==> config.mk <==
export PLATFORM = sky130hd
export DESIGN_NAME = rmq_sqrt
export DESIGN_NICKNAME = d
export VERILOG_FILES = /design/src/design/rmq_pkg.sv /design/src/design/rmq_sqrt.sv
export SDC_FILE = /design/constraint.sdc
export NUM_CORES = 1
export LEC_CHECK = 0
export ABC_CLOCK_PERIOD_IN_PS = 3140
export BUFFER_PORTS_ARGS = -buffer_cell sky130_fd_sc_hd__buf_4
export CAP_MARGIN = 20
export CORE_UTILIZATION = 30
export CTS_BUF_LIST = sky130_fd_sc_hd__clkbuf_4
export CTS_CLUSTER_DIAMETER = 200
export DETAILED_ROUTE_END_ITERATION = 8
export GPL_TIMING_DRIVEN = 0
export PLACE_DENSITY = 0.43
export SLEW_MARGIN = 20
export SYNTH_ARGS = -nofsm -noshare
export SYNTH_HDL_FRONTEND = slang
export SYNTH_SLANG_ARGS = --single-unit
export TNS_END_PERCENT = 30
==> constraint.sdc <==
create_clock -name i_clk -period 3.14 [get_ports i_clk]
set_input_delay 0.314 -clock i_clk [delete_from_list [all_inputs] [get_ports i_clk]]
set_output_delay 0.314 -clock i_clk [all_outputs]
set_load 0.02 [all_outputs]
==> src/design/rmq_pkg.sv <==
`default_nettype none
package rmq_pkg;

    // element format: signed Q2.F
    localparam int ELEM_W   = 16;
    localparam int FRAC     = ELEM_W - 2;
    // numerators are sums or differences of two elements
    localparam int NUM_W    = ELEM_W + 1;
    // radicand = positive 17-bit trace shifted up by F
    localparam int RAD_W    = NUM_W + FRAC;
    localparam int SQ_STEPS = (RAD_W + 1) / 2;
    localparam int ROOT_W   = SQ_STEPS;
    // root is at least 2^(F/2), so quotients stay below 2^QUO_W
    localparam int QUO_W    = RAD_W - FRAC / 2;
    localparam int LANES    = 3;

    localparam logic [1:0] AXIS_X = 2'd0;
    localparam logic [1:0] AXIS_Y = 2'd1;
    localparam logic [1:0] AXIS_Z = 2'd2;

    typedef struct packed {
        logic signed [ELEM_W-1:0] m00;
        logic signed [ELEM_W-1:0] m11;
        logic signed [ELEM_W-1:0] m22;
        logic signed [ELEM_W-1:0] m33;
        logic signed [ELEM_W-1:0] m01;
        logic signed [ELEM_W-1:0] m10;
        logic signed [ELEM_W-1:0] m02;
        logic signed [ELEM_W-1:0] m20;
        logic signed [ELEM_W-1:0] m12;
        logic signed [ELEM_W-1:0] m21;
    } t_in;

    typedef struct packed {
        logic signed [ELEM_W-1:0] qx;
        logic signed [ELEM_W-1:0] qy;
        logic signed [ELEM_W-1:0] qz;
        logic signed [ELEM_W-1:0] qw;
        logic                     degenerate;
    } t_out;

    // data travelling alongside the root and divide pipelines
    typedef struct packed {
        logic                              deg;
        logic                              wpath;
        logic [1:0]                        axis;
        logic [LANES-1:0]                  neg;
        logic [LANES-1:0][NUM_W-1:0]       mag;
        logic [ELEM_W-1:0]                 dom;
    } t_side;

endpackage
`default_nettype wire

==> src/design/rmq_sqrt.sv <==
`default_nettype none
// pipelined integer square root, one root bit per stage
module rmq_sqrt (
    input  wire logic                         i_clk,
    input  wire logic                         i_rst_n,
    input  wire logic                         i_valid,
    input  wire logic [rmq_pkg::RAD_W-1:0]    i_rad,
    input  wire rmq_pkg::t_side               i_side,
    output logic                              o_valid,
    output logic [rmq_pkg::ROOT_W-1:0]        o_root,
    output rmq_pkg::t_side                    o_side
);
    localparam int N   = rmq_pkg::SQ_STEPS;
    localparam int NW  = 2 * N;
    localparam int RW  = rmq_pkg::ROOT_W;
    localparam int RMW = RW + 3;

    logic                r_v    [N];
    logic [NW-1:0]       r_n    [N];
    logic [RMW-1:0]      r_rem  [N];
    logic [RW-1:0]       r_root [N];
    rmq_pkg::t_side      r_side [N];

    genvar s;
    generate
        for (s = 0; s < N; s++) begin : g_stage
            logic           pv;
            logic [NW-1:0]  pn;
            logic [RMW-1:0] prem;
            logic [RW-1:0]  proot;
            rmq_pkg::t_side pside;
            logic [RMW-1:0] rem_in;
            logic [RMW-1:0] trial;
            logic           ge;

            if (s == 0) begin : g_first
                assign pv    = i_valid;
                assign pn    = NW'(i_rad);
                assign prem  = '0;
                assign proot = '0;
                assign pside = i_side;
            end else begin : g_next
                assign pv    = r_v[s-1];
                assign pn    = r_n[s-1];
                assign prem  = r_rem[s-1];
                assign proot = r_root[s-1];
                assign pside = r_side[s-1];
            end

            assign rem_in = {prem[RMW-3:0], pn[NW-1 -: 2]};
            assign trial  = {1'b0, proot, 2'b01};
            assign ge     = (rem_in >= trial);

            always_ff @(posedge i_clk) begin
                if (!i_rst_n) begin
                    r_v[s] <= 1'b0;
                end else begin
                    r_v[s] <= pv;
                end
            end

            always_ff @(posedge i_clk) begin
                r_n[s]    <= pn << 2;
                r_rem[s]  <= ge ? (rem_in - trial) : rem_in;
                r_root[s] <= {proot[RW-2:0], ge};
                r_side[s] <= pside;
            end
        end
    endgenerate

    assign o_valid = r_v[N-1];
    assign o_root  = r_root[N-1];
    assign o_side  = r_side[N-1];

endmodule
`default_nettype wire

* Yosys cells after proc, flatten, opt, wreduce, memory -nomap -nowiden *
Memories as Yosys holds them, arrays and structs flattened.
Index checks and enable logic that the tools add are counted.
W data, S select, Z words.

cells by class
  add/subtract/negate cells = 16
  magnitude comparators = 16
  muxes and demuxes = 34
  bitwise logic cells = 16

operator list
  operator               count
  $mux W19               16
  $ge A19 B18 Y1         15
  $sub A19 B18 Y19       15
  $mux W1                18
  $or A1 B1 Y1           16
  $sub A1 B1 Y2 const B  1
  $ge A1 B1 Y1 const B   1

word-level totals
  register bits after elaboration = 0
  bits in writable memories = 2240
  input bits = 108
  output and inout port bits = 91
  logic and storage cells = 87
  memories kept = 5

memories
  memory  depth  width  rd ports  clocked after memory_dff  write ports  RTL line        source
  r_side  16     74     16        0                         16           rmq_sqrt.sv:22  rmq_pkg::t_side r_side [N];
  r_n     16     30     15        0                         16           rmq_sqrt.sv:19  logic [NW-1:0] r_n [N];
  r_rem   16     19     15        0                         16           rmq_sqrt.sv:20  logic [RMW-1:0] r_rem [N];
  r_root  16     16     16        0                         16           rmq_sqrt.sv:21  logic [RW-1:0] r_root [N];
  r_v     16     1      16        0                         16           rmq_sqrt.sv:18  logic r_v [N];

* Longest topological paths before layout *
Gate-level depths: netlist (run 1).
An unclocked memory read counts as a cell.

  depth after elaboration = 3
  mapped depth = 12
  gate-level depth less buffers = 9

* Least setup slack after synthesis (run 1) *
Ideal clock, no wire load.

  path type = reg2reg
  start point = memory r_root[11][0] in the netlist's numbering
  end point = memory r_rem[1][92] in the netlist's numbering
  library setup time = 0.121 ns
  arrival time = 2.285 ns
  data required time = 3.019 ns
  path slack = 0.735 ns
  cell stages (with the launch flop) = 10
  path buffers = 0
  clock period less this slack = 2.405 ns
  path through = dfxtp_1 inv_1 ha_1 nor2b_1 o31a_1 o31ai_1 a21oi_1 or3_1 nor3_1 mux2_2

RTL lines
  item             RTL line
  start, declared  rmq_sqrt.sv:21
  end, declared    rmq_sqrt.sv:20

==> results of run 1 <==
## power by group
group          switching [uW]  total, uW  internal, uW
logic                    2270       4520          2250
clock network            8430      18500         10100
registers                1030      26200         25100
total                   11700      49200         37400
## flip-flops by register name (all words and copies together) (netlist names)
name / flops
r_root: 136
r_v: 16
r_rem: 233
r_n: 240
r_side: 1184
## logic make-up after synthesis
| kind of cell | share of synthesized area (%) |
|---|---|
| fa+ha+maj | 4.13 |
| compound gates | 5.64 |
| other cells | 0.00815 |
| buf+inv | 1.90 |
| simple gates | 5.71 |
| flops | 78.7 |
| mux | 0.862 |
| xor+xnor | 3.08 |
## metal layers
layer	vias up	GRT usage [%]	part of all wire, %
met3	233	4.03	6.6
met4	2	6.25	4.0
met2	577	14.6	46
met1	11000	9.63	43
met5	-	0	0.019
li1	13000	-	-
## worst min-delay path by stage
stage,end,slack [ns],cells past startpoint
after floorplan,r_n[10][20],0.31,0
after global placement,r_side[0][589],0.31,0
after CTS,r_side[0][14],0.0009,3
final,r_n[9][25],0.26,0
after global routing,r_side[0][9],0.01,3
after detailed placement,r_n[1][3],0.31,0
## Yosys cell counts (4+ instances only)
cell type and number:
nand4_1 18, nor4_1 29, or4_1 13, o21bai_1 5
buf_2 16, and3_1 7, inv_1 197, nand3b_1 6
xor2_1 78, a31oi_1 10, clkbuf_1 12, mux2i_1 7
nand2_1 115, o31ai_1 14, o31a_1 9, xnor2_1 84
o211ai_1 9, a31o_2 6, nor2b_1 22, o21a_1 38
nand3_1 34, o21ai_0 109, or3_1 25, a21oi_1 112
nor2_1 136, a211oi_1 15, nor3_1 38, a21o_1 40
o22ai_1 4, nand2b_1 25, ha_1 152, dfxtp_1 1809
and2_1 24, mux2_2 29
## area by class of cell
type | instances | area share, %
Antenna cell | 4 | 0.0172
Buffer | 29 | 0.237
Clock buffer | 655 | 8.46
Clock inverter | 117 | 1.12
Inverter | 198 | 1.28
Multi-Input combinational cell | 1278 | 15.4
Sequential cell | 1809 | 62.3
Tap cell | 2030 | 4.37
Timing Repair Buffer | 446 | 6.81
## placed cells by master (no fill, tap or decap), drive strengths merged, types with 7 or more instances in the layout
master	netlist	routed
dfxtp	1809	1809
o31ai	15	15
or4	13	13
nand2	115	115
mux2i	7	7
mux2	29	29
xnor2	84	84
bufinv	0	7
dlygate4sd3	0	245
nor4	33	33
o211ai	10	10
xor2	78	78
clkinv	0	106
buf	17	217
nand4	18	18
a211oi	15	15
a21oi	112	112
clkbuf	12	668
and3	8	8
nor2b	22	22
nor2	136	136
nor3	39	39
o21a	38	38
o21ai	111	111
o31a	9	9
nand2b	25	25
or3	26	26
and2	24	24
a31oi	12	12
inv	198	201
ha	152	152
nand3	34	34
a21o	40	40
## timing repair
action                                  in CTS  in global routing
hold buffers                               245                  0
endpoints found under the setup margin       0                 18
gates resized for setup                      0                  6
buffers inserted                             0                  3
hold endpoints to repair                   121                  0
## stage by stage
step / util, % / cell area (sq um) / setup TNS, ns / hold WS [ns]
2_1_floorplan: - / 46000 / 0 / 0.310
3_3_place_gp: 32.9 / 50100 / 0 / 0.309
3_5_place_dp: 32.9 / 50100 / 0 / 0.312
4_1_cts: 38.2 / 58100 / 0 / 0.000943
5_1_grt: 38.2 / 58100 / -0.0713 / 0.0146
6_report: 38.2 / 58100 / 0 / 0.260
## critical path, cell delays in order (launching register included)
cell     delay (ns)
dfxtp_1        0.39
inv_1          0.06
ha_1           0.32
nor2b_1        0.15
o21a_1         0.18
a31o_2         0.28
o41ai_1        0.59
o21ai_0        0.34
nor4_1         0.33
xor2_1         0.16
==> flow_metrics.tcl, run 1 <==
set metrics [dict create \
    multi_input_area_sq_um 8960 \
    grt_pass1_wl_mm 116 \
    first_iter_violations 608 \
    area_growth_pct 26.3 \
    cp.arrival_ns 3.98 \
    r2r_end "r_rem[1][31]" \
    yosys.area.top_type "dfxtp_1" \
    drc 0 \
    synth-seq-cells 1809 \
    nFillCells 14800 \
    ios 199 \
    gp_congestion 0.813 \
    slew-limit-headroom_pct 52.4 \
    port_buffers 198 \
    max_freq_mhz 341 \
    cts-root-buf "clkbuf_4" \
    cts.clk_slew.worst_paths_ns 0.06 \
    endpoint "r_rem[1][31]" \
    cts_sinks 1809 \
    insertion_delay_ns 1.24 \
    dp_hpwl_mm 43.1 \
    power_uw 49200 \
    regArea_sq_um 36200 \
    antenna_found_initial 4 \
    ir_worst_vdd_mv 0.352 \
    yosys_warnings 0 \
    post_drt_wl_per_cell_um 10.5 \
    report.final.slew_viol_count 0 \
    avgSynthCellArea_sq_um 13.9 \
    cts_inserted_buffers 462 \
    cts_tree "done" \
    dr.pass1.iters 5 \
    dieWidth_um 394 \
    clock_path_buffers 4 \
    syn_nets 3574 \
    power_density_nw_per_um2 845 \
    min_path_type "flop to flop" \
    cp.required_ns 4.18 \
    synth_edf_count 0 \
    min-delay-start "r_n[8][23]" \
    die_area_sq_um 155000 \
    period_needed_ns 2.93 \
    setup_slack_ns 0.206 \
    synth_ff_type "dfxtp_1" \
    final_layout_size_suffix_gt1_share_pct 21.0 \
    status "complete, no violations" \
    synth_async_sr_flop_share_pct 0 \
    tightestPinTransition_ns 0.705 \
    die_h_um 394 \
    htree_num_levels 5 \
    static-leakage-power_uw 0.0260 \
    r2r_start "r_root[8][0]" \
    finalCritPeriodShare_pct 93.4 \
    path_class "flop to flop" \
    grt_pass1_vias 25600 \
    dp_slack_ns 0.167 \
    endpoint_kind "flop" \
    vias 24900 \
    grt-ovfl-total 0 \
    finalNonFillerCells 6566 \
    routed_wl_mm 69.2 \
    r2r_cells 9 \
    synth_cells 3314 \
    cp-start-kind "flop" \
    max_cap_viol_count 0 \
    core_area_sq_um 152000 \
    syn_area_sq_um 46000 \
    yosysSeqAreaShare_pct 78.7 \
    rsz0062_at_grt "yes" \
    finalHoldViolations 0 \
    finClkSkew_ns 0.135 \
    cp-startpoint "r_root[8][0]" \
    rrSetupSlack_ns 0.21 \
    dp.cells 5542 \
    grt_start_max_net_pins 24 \
    final_nets 4484 \
    track_usage_pct 9.13 \
    initial_core_util_pct 30.3 \
    yosys-top-cells-area "dfxtp_1 (79%), ha_1 (4.1%), inv_1 (1.6%), xnor2_1 (1.6%), xor2_1 (1.5%)" \
    vias_per_cell 3.79 \
    num_rows 143 \
    synthDominantCellAreaShare_pct 78.7 \
    setup_violations 0 \
    antenna_left 0 \
    critPathMaxFanout 4 \
    synth_cell_types 77 \
]
Power figures use the tool's default switching activity.
==> run 2, diff against run 1 <==
--- a/config.mk
+++ b/config.mk
@@ -8,12 +8,12 @@
 export ABC_CLOCK_PERIOD_IN_PS = 3140
 export BUFFER_PORTS_ARGS = -buffer_cell sky130_fd_sc_hd__buf_4
 export CAP_MARGIN = 20
-export CORE_UTILIZATION = 30
+export CORE_UTILIZATION = 34
 export CTS_BUF_LIST = sky130_fd_sc_hd__clkbuf_4
 export CTS_CLUSTER_DIAMETER = 200
 export DETAILED_ROUTE_END_ITERATION = 8
 export GPL_TIMING_DRIVEN = 0
-export PLACE_DENSITY = 0.43
+export PLACE_DENSITY = 0.47
 export SLEW_MARGIN = 20
 export SYNTH_ARGS = -nofsm -noshare
 export SYNTH_HDL_FRONTEND = slang
==> constraint.sdc (replaced) <==
create_clock -name i_clk -period 3.14 [get_ports i_clk]
set_input_delay 0.314 -clock i_clk [delete_from_list [all_inputs] [get_ports i_clk]]
set_output_delay 0.314 -clock i_clk [all_outputs]
set_load 0.05 [all_outputs]
==> flow_metrics.tcl, run 2 (synthesized netlist as in run 1, its figures left out) <==
set metrics [dict create \
    cts_inserted_buffers 452 \
    area_growth_pct 24.6 \
    rsz0062_at_grt "no" \
    dp.cells 5280 \
    setup_tns_ns 0 \
    die_area_sq_um 137000 \
    insertion_delay_ns 1.19 \
    cp.required_ns 4.21 \
    path_class "flop to flop" \
    endpoint_kind "flop" \
    cp.arrival_ns 3.99 \
    power_uw 48700 \
    largest_reg_flops 1184 \
    slew-limit-headroom_pct 51.5 \
    layout_commonest_cell "dfxtp_1" \
    nFillCells 12600 \
    grt_pass1_vias 25400 \
    ios 199 \
    grt-ovfl-total 0 \
    htree_num_levels 5 \
    post_drt_wl_per_cell_um 10.5 \
    cts_sinks 1809 \
    finalCritPeriodShare_pct 93.2 \
    cp-start-kind "flop" \
    first_iter_violations 718 \
    ir_worst_vdd_mv 0.394 \
    clock_path_buffers 4 \
    grt_pass1_wl_mm 111 \
    final_nets 4443 \
    min_path_type "primary input to flop" \
    regArea_sq_um 36200 \
    core_area_sq_um 134000 \
    dpl_cell_area_sq_um 49700 \
    status "complete, no violations" \
    final_cell_mix "dfxtp_1 (1809), clkbuf_4 (664), dlygate4sd3_1 (215)" \
    period_needed_ns 2.93 \
    gp_congestion 0.834 \
    routed_wl_mm 65.8 \
    num_rows 134 \
    finClkSkew_ns 0.0917 \
    cts-root-buf "clkbuf_4" \
    port_buffers 198 \
    max_freq_mhz 342 \
    fin_hold_ws_ns 0.260 \
    critPathMaxFanout 10 \
    power_density_nw_per_um2 849 \
    final_layout_size_suffix_gt1_share_pct 21.1 \
    top_register "r_side" \
    die_h_um 370 \
    cts_tree "done" \
    dr.pass1.iters 5 \
    multi_input_area_sq_um 8970 \
    drc 0 \
    finalNonFillerCells 6264 \
    antenna_left 0 \
    dp_hpwl_mm 41.1 \
    reg_top3 "r_side (1184), r_n (240), r_rem (233)" \
    initial_core_util_pct 34.4 \
    static-leakage-power_uw 0.0258 \
    track_usage_pct 9.83 \
    antenna_found_initial 8 \
    cts.clk_slew.worst_paths_ns 0.06 \
    finalHoldViolations 0 \
    setup_violations 0 \
    tightestPinTransition_ns 0.718 \
    grt_start_max_net_pins 19 \
    dieWidth_um 370 \
    vias_per_cell 3.94 \
    max_cap_viol_count 0 \
    vias 24700 \
    stdcell_area_sq_um 57400 \
    report.final.slew_viol_count 0 \
]
run 2: path summary, 6_finish.rpt:
| path | from | cells after the start | slack (ns) | to |
|---|---|---|---|---|
| setup / recovery | r_root[11][4] | 9 | 0.21 | r_rem[1][88] |
| setup reg to reg | r_root[11][4] | 9 | 0.21 | r_rem[1][88] |
| hold reg to reg | r_side[0][384] | 0 | 0.27 | r_side[0][458] |
| hold / removal | i_side[48] | 3 | 0.26 | r_side[0][48] |
run 2: area by class of cell:
type | count | area share [%]
repair buffers | 415 | 6.37
clock buffers | 663 | 8.68
well taps | 1768 | 3.86
flip-flops and latches | 1809 | 63.1
multi-input cells | 1278 | 15.6
inverters | 198 | 1.30
plain buffers | 29 | 0.236
diodes | 9 | 0.0393
clock inverters | 95 | 0.727
run 2: layer usage:
metal / share of wire, % / vias up / global-route usage [%]
met5: 0.10 / - / 0
met1: 41 / 11000 / 9.74
met4: 4.5 / 10 / 7.56
met2: 49 / 500 / 16.4
li1: - / 12900 / -
met3: 5.5 / 253 / 3.95
run 2: power by group:
group | switching, uW | total [uW] | internal, uW
Combinational | 2420 | 4650 | 2220
Sequential | 1000 | 26100 | 25100
Clock | 8200 | 17900 | 9700
Total | 11600 | 48700 | 37100
run 2: critical path, cell delays in order (launching register included):
cell and delay (ns):
dfxtp_1 0.34, inv_1 0.05, ha_1 0.36, o21ai_0 0.14
and2_1 0.21, a211oi_1 0.39, a31oi_2 0.26, o31ai_4 0.40
clkbuf_4 0.33, mux2_2 0.36
run 2: what timing repair did:
action	CTS	global route
endpoints found under the setup margin	10	24
cloned	0	0
gates resized for setup	1	5
hold buffers	215	0
endpoints found under the hold margin	121	0
pin swaps	0	1
buffers inserted	0	2
run 2: stage by stage:
step           setup WS, ns  utilization (%)
2_1_floorplan         0.735                -
3_3_place_gp        -0.0152             37.1
3_5_place_dp        -0.0551             37.1
4_1_cts               0.136             42.8
5_1_grt              0.0130             42.8
6_report              0.213             42.8
==> run 3, diff against run 2 <==
--- a/config.mk
+++ b/config.mk
@@ -13,7 +13,7 @@
 export CTS_CLUSTER_DIAMETER = 200
 export DETAILED_ROUTE_END_ITERATION = 8
 export GPL_TIMING_DRIVEN = 0
-export PLACE_DENSITY = 0.47
+export PLACE_DENSITY = 0.46
 export SLEW_MARGIN = 20
 export SYNTH_ARGS = -nofsm -noshare
 export SYNTH_HDL_FRONTEND = slang
==> flow_metrics.tcl, run 3 (synthesized netlist as in run 1, its figures left out) <==
set metrics [dict create \
    status "complete, no violations" \
    port_buffers 198 \
    insertion_delay_ns 1.19 \
    grt_pass1_vias 25600 \
    first_iter_violations 677 \
    power_density_nw_per_um2 851 \
    ios 199 \
    power_frac_comb_pct 9.5 \
    setup_violations 0 \
    cts-root-buf "clkbuf_4" \
    cp.required_ns 4.17 \
    core_area_sq_um 134000 \
    final_cell_mix "dfxtp_1 (1809), clkbuf_4 (679), dlygate4sd3_1 (245)" \
    static-leakage-power_uw 0.0261 \
    largest_reg_flops 1184 \
    cp-start-kind "flop" \
    die_area_sq_um 137000 \
    slew-limit-headroom_pct 53.0 \
    track_usage_pct 9.97 \
    dr.pass1.iters 5 \
    nFillCells 12500 \
    sw_frac_of_total_pct 23.9 \
    cp.arrival_ns 4.04 \
    area_growth_pct 25.7 \
    regArea_sq_um 36200 \
    post_drt_wl_per_cell_um 10.5 \
    rsz0062_at_grt "yes" \
    internal_power_uw 37500 \
    pwr-share-seq_pct 53.0 \
    max_freq_mhz 331 \
    cts_sinks 1809 \
    initial_core_util_pct 34.4 \
    cts.clk_slew.worst_paths_ns 0.06 \
    max_cap_viol_count 0 \
    top_register "r_side" \
    cts_tree "done" \
    dieWidth_um 370 \
    clock_path_buffers 4 \
    grt-ovfl-total 0 \
    ir_worst_vdd_mv 0.413 \
    antenna_found_initial 3 \
    antenna_left 0 \
    endpoint_kind "flop" \
    finalCritPeriodShare_pct 96.1 \
    tightestPinTransition_ns 0.705 \
    cts_inserted_buffers 459 \
    min_path_type "flop to flop" \
    num_rows 134 \
    vias 24800 \
    vias_per_cell 3.93 \
    multi_input_area_sq_um 8970 \
    fin_hold_ws_ns 0.265 \
    layout_commonest_cell "dfxtp_1" \
    final_layout_size_suffix_gt1_share_pct 21.4 \
    finClkSkew_ns 0.0945 \
    gp_congestion 0.841 \
    die_h_um 370 \
    utilization_pct 43.2 \
    htree_num_levels 5 \
    dp_hpwl_mm 40.9 \
    reg_top3 "r_side (1184), r_n (240), r_rem (233)" \
    finalHoldViolations 0 \
    final_nets 4480 \
    grt_pass1_wl_mm 112 \
    p_switching_uw 11800 \
    report.final.slew_viol_count 0 \
    period_needed_ns 3.02 \
    critPathMaxFanout 10 \
    path_class "flop to flop" \
    p_clk_share_pct 37.5 \
    drc 0 \
    routed_wl_mm 66.3 \
    grt_start_max_net_pins 20 \
]
## run 3: through the flow
step	worst slack (ns)	instance area (sq um)	power [uW]	cells	setup TNS (ns)
floorplan	0.735	46000	29800	3314	0
global placement	0.0127	49700	31000	5280	0
detailed placement	0.0490	49700	31100	5280	0
CTS	0.0212	57800	50500	6312	0
global route	-0.0760	57900	52600	6319	-0.0760
finish	0.123	57900	49300	6320	0
## run 3: power groups by stage
| stage | logic [uW] | registers [uW] | clock network, uW |
|---|---|---|---|
| floorplan | 3250 | 26600 | 0 |
| global placement | 4420 | 26600 | 0 |
| detailed placement | 4430 | 26700 | 0 |
| CTS | 4700 | 26100 | 19600 |
| global route | 5270 | 26400 | 21000 |
| finish | 4670 | 26100 | 18500 |
## run 3: area by class of cell
class | instances | share of cell area, %
clock inverters | 108 | 0.934
clock buffers | 679 | 8.81
repair buffers | 445 | 6.83
inverters | 198 | 1.28
multi-input cells | 1278 | 15.5
flip-flops and latches | 1809 | 62.6
plain buffers | 29 | 0.229
diodes | 6 | 0.0259
well taps | 1768 | 3.82
## run 3: worst paths after layout
| kind | end | slack [ns] | cells after the start | start |
|---|---|---|---|---|
| worst min-delay path | r_side[1][362] | 0.27 | 0 | r_side[1][288] |
| worst max-delay path | r_rem[1][88] | 0.12 | 9 | r_root[11][4] |
| worst min register to register | r_side[1][362] | 0.27 | 0 | r_side[1][288] |
| worst max register to register | r_rem[1][88] | 0.12 | 9 | r_root[11][4] |
## run 3: repair_timing
action                                 4_1_cts  5_1_grt
endpoints found under the hold margin      121        0
gates resized for setup                      0        5
setup buffers                                0        2
hold buffers                               245        0
setup endpoints to repair                    0       37
## run 3: critical path, stage by stage, from the launching register on
cell	delay, ns
dfxtp_1	0.34
inv_1	0.05
ha_1	0.37
o21ai_0	0.15
and2_1	0.22
a211oi_1	0.41
a31oi_2	0.25
o31ai_4	0.39
buf_2	0.32
mux2_2	0.37
## run 3: metal layers
layer / GRT usage (%) / routed length (um) / up-vias / part of all wire (%)
met3: 4.49 / 4270 / 217 / 6.4
li1: - / - / 13000 / -
met4: 6.98 / 2860 / 2 / 4.3
met1: 10.1 / 27600 / 11000 / 42
met2: 16.3 / 31500 / 557 / 48
met5: 0 / 13 / - / 0.020
